<file path="config.mk">
export PLATFORM = sky130hd
export DESIGN_NAME = polygon_area_perimeter_top_flat
export DESIGN_NICKNAME = d
export VERILOG_FILES = /design/src/rtl/core/pap_pkg.sv /design/src/rtl/core/pap_vtx_if.sv /design/src/rtl/core/pap_res_if.sv /design/src/rtl/core/pap_sqrt.sv /design/src/rtl/core/polygon_area_perimeter_top.sv /design/src/flat_wrapper.sv
export SDC_FILE = /design/constraint.sdc
export NUM_CORES = 2
export LEC_CHECK = 0
export BUFFER_PORTS_ARGS = -buffer_cell sky130_fd_sc_hd__buf_2
export CAP_MARGIN = 20
export CORE_MARGIN = 2
export CORE_UTILIZATION = 42
export DETAILED_ROUTE_END_ITERATION = 10
export PLACE_DENSITY_LB_ADDON = 0.12
export SLEW_MARGIN = 10
export SYNTH_ARGS = -nofsm -noshare
export SYNTH_HDL_FRONTEND = slang
export SYNTH_SLANG_ARGS = --single-unit
</file>
<file path="constraint.sdc">
create_clock -name i_clk -period 13.53 [get_ports i_clk]
set_clock_uncertainty 0.1 [all_clocks]
set_input_delay 3.3825 -clock i_clk [delete_from_list [all_inputs] [get_ports i_clk]]
set_output_delay 3.3825 -clock i_clk [all_outputs]
set_load 0.005 [all_outputs]
</file>
<file path="src/rtl/core/pap_pkg.sv">
`default_nettype none

package pap_pkg;

    localparam int COORD_BITS  = 16;
    localparam int FRAC_BITS   = 16;
    localparam int AREA_BITS   = 43;
    localparam int PERIM_BITS  = 43;
    localparam int LSUM_BITS   = 44;
    localparam int OPND_BITS   = COORD_BITS + 1;
    localparam int PROD_BITS   = 2 * OPND_BITS;
    localparam int RAD_BITS    = 2 * COORD_BITS + 2;
    localparam int ROOT_BITS   = RAD_BITS / 2 + FRAC_BITS;
    localparam int SQ_STEPS    = ROOT_BITS;
    localparam int SQ_CNT_BITS = $clog2(SQ_STEPS);
    localparam int REM_BITS    = ROOT_BITS + 3;

    typedef enum logic [2:0] {
        S_IDLE,
        S_MUL,
        S_ROOT,
        S_ACC,
        S_OUT
    } t_state;

    typedef enum logic [2:0] {
        MS_DXX,
        MS_DYY,
        MS_AXBY,
        MS_BXAY,
        MS_LAST
    } t_mul_step;

endpackage

`default_nettype wire

</file>
<file path="src/rtl/core/pap_vtx_if.sv">
`default_nettype none

interface pap_vtx_if;
    import pap_pkg::*;

    logic                         valid;
    logic                         ready;
    logic signed [COORD_BITS-1:0] x_coord;
    logic signed [COORD_BITS-1:0] y_coord;
    logic                         last_vertex;

    modport source (output valid, output x_coord, output y_coord, output last_vertex,
                    input ready);
    modport sink   (input valid, input x_coord, input y_coord, input last_vertex,
                    output ready);
endinterface

`default_nettype wire

</file>
<file path="src/rtl/core/pap_res_if.sv">
`default_nettype none

interface pap_res_if;
    import pap_pkg::*;

    logic                        valid;
    logic                        ready;
    logic signed [AREA_BITS-1:0] signed_area_halves;
    logic        [PERIM_BITS-1:0] perimeter_fixed;

    modport source (output valid, output signed_area_halves, output perimeter_fixed,
                    input ready);
    modport sink   (input valid, input signed_area_halves, input perimeter_fixed,
                    output ready);
endinterface

`default_nettype wire

</file>
<file path="src/rtl/core/pap_sqrt.sv">
`default_nettype none

module pap_sqrt (
    input  logic                          i_clk,
    input  logic                          i_rst_n,
    input  logic                          i_start,
    input  logic [pap_pkg::RAD_BITS-1:0]  i_radicand,
    output logic                          o_done,
    output logic [pap_pkg::ROOT_BITS-1:0] o_root
);
    import pap_pkg::*;

    logic                     r_busy, n_busy;
    logic                     r_done, n_done;
    logic [SQ_CNT_BITS-1:0]   r_cnt, n_cnt;
    logic [2*ROOT_BITS-1:0]   r_rad, n_rad;
    logic [REM_BITS-1:0]      r_rem, n_rem;
    logic [ROOT_BITS-1:0]     r_root, n_root;
    logic [REM_BITS-1:0]      rem_sh;
    logic [REM_BITS-1:0]      trial;

    // one result bit per step, two radicand bits in
    always_comb begin
        rem_sh = {r_rem[REM_BITS-3:0], r_rad[2*ROOT_BITS-1 -: 2]};
        trial  = REM_BITS'({r_root, 2'b01});
        n_busy = r_busy;
        n_done = 1'b0;
        n_cnt  = r_cnt;
        n_rad  = r_rad;
        n_rem  = r_rem;
        n_root = r_root;
        if (i_start) begin
            n_busy = 1'b1;
            n_cnt  = '0;
            n_rad  = {i_radicand, (2*ROOT_BITS-RAD_BITS)'(0)};
            n_rem  = '0;
            n_root = '0;
        end else if (r_busy) begin
            n_rad = {r_rad[2*ROOT_BITS-3:0], 2'b00};
            if (rem_sh >= trial) begin
                n_rem  = rem_sh - trial;
                n_root = {r_root[ROOT_BITS-2:0], 1'b1};
            end else begin
                n_rem  = rem_sh;
                n_root = {r_root[ROOT_BITS-2:0], 1'b0};
            end
            n_cnt = r_cnt + 1'b1;
            if (r_cnt == SQ_CNT_BITS'(SQ_STEPS-1)) begin
                n_busy = 1'b0;
                n_done = 1'b1;
            end
        end
    end

    always_ff @(posedge i_clk) begin
        if (!i_rst_n) begin
            r_busy <= 1'b0;
            r_done <= 1'b0;
            r_cnt  <= '0;
        end else begin
            r_busy <= n_busy;
            r_done <= n_done;
            r_cnt  <= n_cnt;
        end
        r_rad  <= n_rad;
        r_rem  <= n_rem;
        r_root <= n_root;
    end

    assign o_done = r_done;
    assign o_root = r_root;

    a_start_busy: assert property (@(posedge i_clk) disable iff (!i_rst_n)
        i_start |=> r_busy)
        else $error("root unit did not start");

    a_cnt_range: assert property (@(posedge i_clk) disable iff (!i_rst_n)
        r_busy |-> (r_cnt <= SQ_CNT_BITS'(SQ_STEPS-1)))
        else $error("root step count overran");

    a_done_idle: assert property (@(posedge i_clk) disable iff (!i_rst_n)
        (r_done && !i_start) |-> !r_busy)
        else $error("root done while still busy");

endmodule

`default_nettype wire

</file>
<file path="src/rtl/core/polygon_area_perimeter_top.sv">
// polygon area and perimeter, one vertex per input beat
//
// i_vtx: valid/ready channel of vertices (x_coord, y_coord, last_vertex).
// o_res: valid/ready channel, one beat per polygon, sent after its last
//   vertex: signed_area_halves (twice the signed area, exact) and
//   perimeter_fixed (edge lengths summed, 16 fraction bits, saturating).
// each edge runs four products through one 17x17 multiplier and one
//   bit-serial square root (33 root bits, one a cycle, done flag registered),
//   then adds the cross product and the root into the sums.
// the first vertex of a polygon is only accepted; a middle vertex is accepted
//   and its edge run; the last vertex is accepted, its edge and the closing
//   edge run, then the result register is loaded once it is free. ready is
//   high only between items.
// a single vertex polygon gives zero area and zero perimeter.
// the result sits in an output register: a new vertex is taken while it
//   waits, but the next polygon's result holds until the receiver takes it.
// reset (synchronous, active low) clears the sums, drops any partial
//   polygon and empties the output register.
`default_nettype none

module polygon_area_perimeter_top (
    input  logic i_clk,
    input  logic i_rst_n,
    pap_vtx_if.sink   i_vtx,
    pap_res_if.source o_res
);
    import pap_pkg::*;

    t_state                        r_state, n_state;
    t_mul_step                     r_step;
    logic signed [COORD_BITS-1:0]  r_cur_x, r_cur_y;
    logic signed [COORD_BITS-1:0]  r_first_x, r_first_y;
    logic signed [COORD_BITS-1:0]  r_prev_x, r_prev_y;
    logic                          r_last;
    logic                          r_have_first;
    logic                          r_closing;
    logic signed [PROD_BITS-1:0]   r_prod;
    logic        [RAD_BITS-1:0]    r_sq;
    logic signed [PROD_BITS-1:0]   r_cross;
    logic        [AREA_BITS-1:0]   r_cross_sum;
    logic        [LSUM_BITS-1:0]   r_len_sum;
    logic                          r_out_valid;
    logic signed [AREA_BITS-1:0]   r_out_area;
    logic        [PERIM_BITS-1:0]  r_out_perim;

    logic signed [COORD_BITS-1:0]  a_x, a_y, b_x, b_y;
    logic signed [OPND_BITS-1:0]   dx, dy, mul_a, mul_b;
    logic signed [PROD_BITS-1:0]   product;
    logic                          take;
    logic                          out_free;
    logic                          sq_start;
    logic                          sq_done;
    logic        [ROOT_BITS-1:0]   sq_root;
    logic        [LSUM_BITS:0]     len_add;
    logic        [PERIM_BITS-1:0]  perim_sat;

    // edge endpoints: running edge, or closing edge back to the first vertex
    always_comb begin
        a_x = r_closing ? r_cur_x   : r_prev_x;
        a_y = r_closing ? r_cur_y   : r_prev_y;
        b_x = r_closing ? r_first_x : r_cur_x;
        b_y = r_closing ? r_first_y : r_cur_y;
        dx  = OPND_BITS'(a_x) - OPND_BITS'(b_x);
        dy  = OPND_BITS'(a_y) - OPND_BITS'(b_y);
        unique case (r_step)
            MS_DXX:  begin mul_a = dx;               mul_b = dx;               end
            MS_DYY:  begin mul_a = dy;               mul_b = dy;               end
            MS_AXBY: begin mul_a = OPND_BITS'(a_x);  mul_b = OPND_BITS'(b_y);  end
            MS_BXAY: begin mul_a = OPND_BITS'(b_x);  mul_b = OPND_BITS'(a_y);  end
            default: begin mul_a = '0;               mul_b = '0;               end
        endcase
        product   = mul_a * mul_b;
        len_add   = {1'b0, r_len_sum} + (LSUM_BITS+1)'(sq_root);
        perim_sat = (|r_len_sum[LSUM_BITS-1:PERIM_BITS]) ? '1 : r_len_sum[PERIM_BITS-1:0];
    end

    pap_sqrt u_sqrt (
        .i_clk      (i_clk),
        .i_rst_n    (i_rst_n),
        .i_start    (sq_start),
        .i_radicand (r_sq),
        .o_done     (sq_done),
        .o_root     (sq_root)
    );

    always_comb begin
        n_state = r_state;
        unique case (r_state)
            S_IDLE: if (i_vtx.valid && (r_have_first || i_vtx.last_vertex)) n_state = S_MUL;
            S_MUL:  if (r_step == MS_LAST) n_state = S_ROOT;
            S_ROOT: if (sq_done) n_state = S_ACC;
            S_ACC: begin
                if (r_closing)   n_state = S_OUT;
                else if (r_last) n_state = S_MUL;
                else             n_state = S_IDLE;
            end
            S_OUT:  if (out_free) n_state = S_IDLE;
            default: n_state = S_IDLE;
        endcase
    end

    always_comb begin
        out_free    = !r_out_valid || o_res.ready;
        i_vtx.ready = (r_state == S_IDLE);
        take        = i_vtx.valid && (r_state == S_IDLE);
        sq_start    = (r_state == S_MUL) && (r_step == MS_LAST);
    end

    always_ff @(posedge i_clk) begin
        if (!i_rst_n) begin
            r_state      <= S_IDLE;
            r_step       <= MS_DXX;
            r_have_first <= 1'b0;
            r_closing    <= 1'b0;
            r_cross_sum  <= '0;
            r_len_sum    <= '0;
            r_out_valid  <= 1'b0;
        end else begin
            r_state <= n_state;
            r_step  <= (r_state == S_MUL) ? t_mul_step'(r_step + 1'b1) : MS_DXX;
            if (take) begin
                if (!r_have_first) begin
                    r_have_first <= 1'b1;
                    r_closing    <= i_vtx.last_vertex;
                end else begin
                    r_closing <= 1'b0;
                end
            end
            if (r_state == S_ACC) begin
                r_cross_sum <= r_cross_sum + AREA_BITS'(r_cross);
                r_len_sum   <= len_add[LSUM_BITS] ? '1 : len_add[LSUM_BITS-1:0];
                if (r_last && !r_closing) r_closing <= 1'b1;
            end
            if (r_state == S_OUT && out_free) begin
                r_out_valid  <= 1'b1;
                r_cross_sum  <= '0;
                r_len_sum    <= '0;
                r_have_first <= 1'b0;
                r_closing    <= 1'b0;
            end else if (o_res.ready) begin
                r_out_valid <= 1'b0;
            end
        end
        if (take) begin
            r_cur_x <= i_vtx.x_coord;
            r_cur_y <= i_vtx.y_coord;
            r_last  <= i_vtx.last_vertex;
            if (!r_have_first) begin
                r_first_x <= i_vtx.x_coord;
                r_first_y <= i_vtx.y_coord;
                if (!i_vtx.last_vertex) begin
                    r_prev_x <= i_vtx.x_coord;
                    r_prev_y <= i_vtx.y_coord;
                end
            end
        end
        if (r_state == S_ACC && !r_closing) begin
            r_prev_x <= r_cur_x;
            r_prev_y <= r_cur_y;
        end
        if (r_state == S_MUL) begin
            r_prod <= product;
            unique case (r_step)
                MS_DYY:  r_sq    <= RAD_BITS'(r_prod);
                MS_AXBY: r_sq    <= r_sq + RAD_BITS'(r_prod);
                MS_BXAY: r_cross <= r_prod;
                MS_LAST: r_cross <= r_cross - r_prod;
                default: ;
            endcase
        end
        if (r_state == S_OUT && out_free) begin
            r_out_area  <= r_cross_sum;
            r_out_perim <= perim_sat;
        end
    end

    assign o_res.valid              = r_out_valid;
    assign o_res.signed_area_halves = r_out_area;
    assign o_res.perimeter_fixed    = r_out_perim;

    a_done_in_root: assert property (@(posedge i_clk) disable iff (!i_rst_n)
        sq_done |-> (r_state == S_ROOT))
        else $error("root result outside root phase");

    a_result_loaded: assert property (@(posedge i_clk) disable iff (!i_rst_n)
        (r_state == S_OUT && !r_out_valid) |=> r_out_valid)
        else $error("result not loaded into free output register");

    a_mid_vertex_back: assert property (@(posedge i_clk) disable iff (!i_rst_n)
        (r_state == S_ACC && !r_closing && !r_last) |=> (r_state == S_IDLE))
        else $error("middle vertex did not return to idle");

endmodule

`default_nettype wire
</file>
<file path="src/flat_wrapper.sv">
// flat-port wrapper written by rule: the top's interface ports become plain ports
module polygon_area_perimeter_top_flat import pap_pkg::*;
  (i_clk, i_rst_n, i_vtx_valid, i_vtx_x_coord, i_vtx_y_coord, i_vtx_last_vertex, i_vtx_ready, o_res_valid, o_res_signed_area_halves, o_res_perimeter_fixed, o_res_ready);
  pap_vtx_if i_vtx_i ();
  pap_res_if o_res_i ();
  input  logic i_clk;
  input  logic i_rst_n;
  input wire logic [$bits(i_vtx_i.valid)-1:0] i_vtx_valid;
  input wire logic [$bits(i_vtx_i.x_coord)-1:0] i_vtx_x_coord;
  input wire logic [$bits(i_vtx_i.y_coord)-1:0] i_vtx_y_coord;
  input wire logic [$bits(i_vtx_i.last_vertex)-1:0] i_vtx_last_vertex;
  output wire logic [$bits(i_vtx_i.ready)-1:0] i_vtx_ready;
  output wire logic [$bits(o_res_i.valid)-1:0] o_res_valid;
  output wire logic [$bits(o_res_i.signed_area_halves)-1:0] o_res_signed_area_halves;
  output wire logic [$bits(o_res_i.perimeter_fixed)-1:0] o_res_perimeter_fixed;
  input wire logic [$bits(o_res_i.ready)-1:0] o_res_ready;
  assign i_vtx_i.valid = i_vtx_valid;
  assign i_vtx_i.x_coord = i_vtx_x_coord;
  assign i_vtx_i.y_coord = i_vtx_y_coord;
  assign i_vtx_i.last_vertex = i_vtx_last_vertex;
  assign i_vtx_ready = i_vtx_i.ready;
  assign o_res_valid = o_res_i.valid;
  assign o_res_signed_area_halves = o_res_i.signed_area_halves;
  assign o_res_perimeter_fixed = o_res_i.perimeter_fixed;
  assign o_res_i.ready = o_res_ready;
  polygon_area_perimeter_top u_core (.i_clk(i_clk), .i_rst_n(i_rst_n), .i_vtx(i_vtx_i), .o_res(o_res_i));
endmodule
</file>
* Word-level counts from Yosys, hierarchy flattened
Cells that the tools add are included.
** Operators by class
- Bitwise operators :: 3
- Muxes and demuxes :: 38
- Shift-type cells :: 0
- Reduce and logical (&&, ||, !) cells :: 26
- Divide/modulo/power cells :: 0
- $mul :: 1
- $add $sub $neg :: 9
- Eq/ne operators :: 15
- $lt $le $gt $ge :: 1
** Operator list (count)
- $mux W16 :: 12
- $pmux W17 S4 :: 2
- $pmux W34 S2 :: 2
- $mux W66 :: 2
- $sub A34 B34 Y34 :: 2
- $add A44 B33 Y45 :: 1
- $mux W44 :: 1
- $add A43 B43 Y43 :: 1
- $ge A36 B35 Y1 :: 1
- $add A34 B34 Y34 :: 1
- $mul A17 B17 Y34 :: 1
- $mux W34 :: 1
- $sub A16 B16 Y17 :: 2
- $mux W3 :: 5
- $pmux W3 S5 :: 1
- $eq A3 B2 Y1 const B :: 4
- $mux W1 :: 12
- $reduce_bool A2 Y1 :: 5
- $ne A2 B1 Y1 const B :: 4
- $reduce_and A2 Y1 :: 4
- $add A6 B1 Y6 const B :: 1
- $eq A3 B1 Y1 const B :: 2
- $eq A3 B3 Y1 const B :: 2
- $eq A6 B6 Y1 const B :: 1
- 11 further kinds :: 23
** Word-level totals
- Register bits after elaboration :: 490
- Word-level logic and storage cells :: 118
- Memory bits (read-only) :: 0
- Input bits :: 37
- Latch bits :: 0
- Output and inout bits :: 88
- Memories kept :: 0
- RAM bits :: 0

* Depth between registers and ports, before layout
- Depth in word-level cells :: 5
- Mapped depth :: 42
- Depth with buffers taken out :: 37

* Modules after synthesis
Synthesis repeated with hierarchy kept, for this count alone.
** Second synthesis, totals
- Cell total of the unflattened synthesis :: 4161
- Area total of the unflattened synthesis :: 40159.8 sq um
** Modules (own cells, without submodules)
- polygon_area_perimeter_top :: instances 1, cells each 3495, seq. area each 10480.1 sq um, area each 33845.0 sq um
- pap_sqrt :: instances 1, cells each 666, seq. area each 2522.4 sq um, area each 6314.8 sq um

* Worst setup path before layout
OpenSTA, ideal clock, no wires.
- Path type :: register to register
- Start :: reg u_core.r_closing
- End :: reg u_core.r_prod[33], data pin
- Arrival :: 9824 ps
- Buffers on the path :: 4
- Clock period less this slack :: 10189 ps
- Required time :: 13165 ps
- Setup time :: 265 ps
- Cell stages (with the launch flop) :: 40
- Setup slack :: 3341 ps
- Cells stage by stage :: dfxtp_1 > clkbuf_1 > buf_1 > buf_1 > buf_1 > mux2i_1 > ha_1 > fa_1 > nor2b_1 > o21ai_0 > a21boi_1 > o211ai_1 > a31oi_1 > nor3_1 > nor2_1 > a31oi_1 > xnor2_1 > a221oi_1 > (+4 left out) > fa_1 > inv_1 > fa_1 > inv_1 > fa_1 > inv_1 > fa_1 > ha_1 > nand4_1 > or2_2 > o31a_1 > o31ai_1 > o2bb2ai_1 > o211ai_1 > a21oi_1 > o21ai_0 > a21oi_1 > a31oi_1
** Between the ends
- Longest elaborated chain between the ends :: 4
- Elaborated cells between the ends (all ways) :: 9
- Those cells by class :: add/sub (2); mul (1); mux (6)
** Ends and longest elaborated chain
- start: declaration :: line polygon_area_perimeter_top.sv:36 : logic r_closing;
- start signal: assignment :: line polygon_area_perimeter_top.sv:124 : r_closing <= i_vtx.last_vertex;
- $mux W16 (on tied branches)
- $sub A16 B16 Y17 (on tied branches) :: line polygon_area_perimeter_top.sv:64, polygon_area_perimeter_top.sv:63
- $pmux W17 S4 :: line polygon_area_perimeter_top.sv:65 : unique case (r_step)
- $mul A17 B17 Y34 * :: line polygon_area_perimeter_top.sv:72 : product = mul_a * mul_b;
- named net u_core.product[33] :: line polygon_area_perimeter_top.sv:48 : logic signed [PROD_BITS-1:0] product;
- end signal: assignment :: line polygon_area_perimeter_top.sv:162 : r_prod <= product;
- end: declaration :: line polygon_area_perimeter_top.sv:37 : logic signed [PROD_BITS-1:0] r_prod;
Mark *: on every way through the listed nets, which the timed path passes. The rest lies on a longest branch.
A chain may end at the register's enable or synchronous reset.

* Worst setup path in the final report
Ends and elaborated chain as after synthesis.

==> impl_metrics.prom <==
# TYPE chip_impl_metric gauge
chip_impl_info{name="crit_path_end_kind",value="register"} 1
chip_impl_info{name="reg2reg_from",value="u_core.r_closing$_SDFF_PP0_"} 1
chip_impl_metric{name="dr.first_iter.drc_count",unit=""} 1708
chip_impl_metric{name="grt_util_all_layers",unit="%"} 21.0
chip_impl_metric{name="cts.reportedPaths.clkPinSlew",unit="ns"} 0.06
chip_impl_metric{name="die_area",unit="um^2"} 97300
chip_impl_metric{name="core_area",unit="um^2"} 93600
chip_impl_info{name="rsz0062_at_grt",value="false"} 1
chip_impl_metric{name="overflow",unit=""} 0
chip_impl_metric{name="route.vias.total",unit=""} 29535
chip_impl_metric{name="cts.path.max_buffers",unit=""} 3
chip_impl_metric{name="gp_routability_congestion",unit=""} 0.900
chip_impl_info{name="critical-path-top-cell-by-count",value="fa_1"} 1
chip_impl_metric{name="place.detailed.hpwl",unit="um"} 76000
chip_impl_metric{name="slew_headroom",unit="%"} 22.7
chip_impl_info{name="whs_endpoint",value="u_core.o_res.signed_area_halves[42]$_DFFE_PP_"} 1
chip_impl_metric{name="die_width",unit="um"} 312
chip_impl_metric{name="htreeDepth",unit=""} 2
chip_impl_metric{name="report.final.hold_viol_count",unit=""} 0
chip_impl_metric{name="setup_viol_count_final",unit=""} 0
chip_impl_metric{name="synthesis.area",unit="um^2"} 39800
chip_impl_metric{name="final_nets",unit=""} 4908
chip_impl_info{name="root_buffer",value="clkbuf_16"} 1
chip_impl_metric{name="cts_inserted_buffers",unit=""} 57
chip_impl_metric{name="ff2ff_setup_slack",unit="ns"} 2.35
chip_impl_info{name="critPathLaunchType",value="register"} 1
chip_impl_metric{name="clk-insertion-delay-late",unit="ns"} 0.68
chip_impl_metric{name="synth_warnings",unit=""} 0
chip_impl_metric{name="worst-endpoint-required",unit="ns"} 13.80
chip_impl_info{name="hp-class",value="register to register"} 1
chip_impl_metric{name="detail_route.wirelength",unit="um"} 101000
chip_impl_metric{name="grt_first_pass_wirelength",unit="um"} 164000
chip_impl_metric{name="io_buffers",unit=""} 124
chip_impl_metric{name="drt_pre_antenna_iters",unit=""} 8
chip_impl_metric{name="critical_path_peak_fanout",unit=""} 37
chip_impl_metric{name="timing.final.crit_share",unit="%"} 82.6
chip_impl_metric{name="fin_crit",unit="ns"} 11.18
chip_impl_metric{name="timing.hold.worst_path_depth",unit=""} 0
chip_impl_info{name="synth_ff_type",value="edfxtp_1"} 1
chip_impl_metric{name="grt_pass1_vias",unit=""} 29769
chip_impl_metric{name="worst_path_largest_cell_delay",unit="ns"} 0.89
chip_impl_metric{name="ant_nets",unit=""} 0
chip_impl_metric{name="cap_violations",unit=""} 0
chip_impl_metric{name="boundaryPins",unit=""} 125
chip_impl_metric{name="syn_inst",unit=""} 4186
chip_impl_metric{name="syn-num-nets",unit=""} 4825
chip_impl_metric{name="clock.fmax",unit="GHz"} 0.0895
chip_impl_metric{name="timing_worst_slew_pin_value",unit="ns"} 1.16
chip_impl_metric{name="layout-drive-gt1-share",unit="%"} 9.82
chip_impl_metric{name="postSynth.asyncResetShare",unit="%"} 0
chip_impl_info{name="criticalPathCategory",value="register to register"} 1
chip_impl_metric{name="timing.reg2reg.worst_path_depth",unit=""} 36
chip_impl_metric{name="area_of_all_placed_cells_without_fillers",unit="um^2"} 43900
chip_impl_metric{name="post_cts_resized",unit=""} 0
chip_impl_info{name="status",value="finished clean"} 1
chip_impl_metric{name="post_synth_num_cell_types",unit=""} 82
chip_impl_metric{name="timing_max_transition_violations_final",unit=""} 0
chip_impl_metric{name="route.detailed.vias_per_inst",unit=""} 5.30
chip_impl_metric{name="numClockSinks",unit=""} 490
chip_impl_metric{name="synth_area_per_cell",unit="um^2"} 9.51
chip_impl_info{name="start_point_of_the_worst_min_delay_path",value="u_core.r_cross_sum[42]$_SDFFE_PP0P_"} 1
chip_impl_metric{name="post_cts_buffers",unit=""} 0
chip_impl_info{name="synth.top_cells.by_area",value="edfxtp_1 24%, fa_1 15%, ha_1 9.4%"} 1
chip_impl_metric{name="yosysSeqAreaShare",unit="%"} 32.6
chip_impl_info{name="cell_type_contributing_the_most_total_cell_area_after_synthesis",value="edfxtp_1"} 1
chip_impl_metric{name="grt_start_max_net_pins",unit=""} 89
chip_impl_metric{name="grt_antenna_before_repair",unit=""} 1
chip_impl_metric{name="yosys_top_cell_area_share",unit="%"} 24.1
chip_impl_metric{name="syn2layout_area_growth",unit="%"} 10.2
chip_impl_metric{name="ys_seq_elements",unit=""} 490
chip_impl_info{name="cts_tree",value="done"} 1
chip_impl_metric{name="floorplan.initialDensity",unit="%"} 42.5
chip_impl_metric{name="number_of_design_rule_violations_left_after_detail_routing",unit=""} 0
chip_impl_metric{name="postPlaceCellArea",unit="um^2"} 41900
chip_impl_metric{name="tns_setup",unit="ns"} 0
chip_impl_metric{name="insertedDiodeCount",unit=""} 0
chip_impl_metric{name="floorplan.die.height",unit="um"} 312
chip_impl_info{name="worstReg2RegEnd",value="u_core.r_prod[33]$_DFFE_PP_"} 1
chip_impl_info{name="crit_path_top_delay_cell",value="a221oi_1"} 1
chip_impl_metric{name="fp-row-count",unit=""} 112
chip_impl_metric{name="critPathArrivalTime",unit="ns"} 11.45
chip_impl_metric{name="cts_hold_repair.buffers",unit=""} 0
chip_impl_metric{name="avgRoutedWirePerCell",unit="um"} 18.1
chip_impl_metric{name="synth_edf_count",unit=""} 319
cells in the mapped netlist, types with 46 or more instances:
library cell	instances
nand2_1	513
inv_1	468
edfxtp_1	319
fa_1	302
ha_1	300
nor2_1	298
a21oi_1	276
o21ai_0	232
dfxtp_1	171
xnor2_1	124
clkbuf_1	122
a21o_1	102
mux2i_1	85
xor2_1	75
mux2_2	73
or2_2	57
nand2b_1	49
a211oi_1	46
placed cells by master (no fill, tap or decap), types with 41 or more instances in the layout:
master	netlist	routed
nor2b_1	42	41
xor2_1	75	75
a21oi_1	276	274
mux2_2	73	73
a21o_1	102	102
or2_2	57	57
ha_1	300	300
nand2_1	513	510
buf_2	7	125
nor2_1	298	295
nand2b_1	49	49
mux2i_1	85	85
edfxtp_1	319	319
dfxtp_1	171	169
fa_1	302	302
nand3_1	44	44
buf_4	0	41
xnor2_1	124	124
clkbuf_16	0	58
inv_1	468	466
o21ai_0	232	232
a211oi_1	46	44
through the flow:
stage	hold slack, ns	std cells	util (%)	setup slack, ns
2_1_floorplan	0.317	4186	-	3.34
3_3_place_gp	0.334	5459	44.8	2.54
3_5_place_dp	0.337	5459	44.8	2.47
4_1_cts	0.346	5567	46.8	2.40
5_1_grt	0.380	5572	46.9	1.62
6_report	0.343	5572	46.9	2.35
routing by layer:
metal	vias to the layer above	track usage (%)	part of all wire (%)
met3	166	2.67	4.1
met2	600	33.8	45
met1	14208	29.0	47
li1	14559	-	-
met5	-	0	0.013
met4	2	7.75	3.6
logic make-up after synthesis:
family / count (synthesis) / synth area share [%]
simple gates: 1176 / 13.3
compound gates: 947 / 15.1
buf+inv: 614 / 5.81
fa+ha+maj: 602 / 24.6
flops: 490 / 32.6
xor+xnor: 199 / 4.38
mux: 158 / 4.20
worst max-delay path, delay by kind of cell, from the launching register on:
family | cells | cell delay, ns
compound gates | 14 | 3.57
fa+ha+maj | 9 | 4.19
xor+xnor | 1 | 0.20
simple gates | 6 | 0.97
mux | 1 | 0.40
buf+inv | 5 | 0.71
flops | 1 | 0.73
flip-flops by register name, indices dropped and copies added, names as in the netlist, 3 cells and up:
register and flops:
u_core.r_first_y 16, u_core.o_res.perimeter_fixed 43, u_core.r_sq 34, u_core.r_first_x 16
u_core.o_res.signed_area_halves 43, u_core.r_cur_x 16, u_core.r_step 3, u_core.r_cross 34
u_core.u_sqrt.r_cnt 6, u_core.r_cur_y 16, u_core.r_prod 34, u_core.r_prev_x 16
u_core.r_cross_sum 43, u_core.u_sqrt.r_rem 34, u_core.r_len_sum 44, u_core.r_prev_y 16
u_core.r_state 3, u_core.u_sqrt.r_rad 34, u_core.u_sqrt.o_root 33
worst max path at each step:
stage                                           start                           to  slack [ns]  depth (start not counted)
after floorplan           u_core.r_closing$_SDFF_PP0_  u_core.r_prod[33]$_DFFE_PP_        3.34                         39
after global placement    u_core.r_closing$_SDFF_PP0_  u_core.r_prod[33]$_DFFE_PP_        2.54                         36
after detailed placement  u_core.r_closing$_SDFF_PP0_  u_core.r_prod[33]$_DFFE_PP_        2.47                         36
after CTS                 u_core.r_closing$_SDFF_PP0_  u_core.r_prod[33]$_DFFE_PP_        2.40                         36
after global routing      u_core.r_closing$_SDFF_PP0_  u_core.r_prod[33]$_DFFE_PP_        1.62                         36
final                     u_core.r_closing$_SDFF_PP0_  u_core.r_prod[33]$_DFFE_PP_        2.35                         36
area by class of cell:
class	instances	area [um^2]
fill	9123	49700
multi-input combinational	3082	24600
sequential	490	13000
inverter	468	1760
tap	1254	1570
clock buffer	73	1560
timing repair buffer	170	1040
clock inverter	35	324
Power is not shown: default switching activity piles up to over one toggle a cycle in this logic, so the estimate is an artifact.
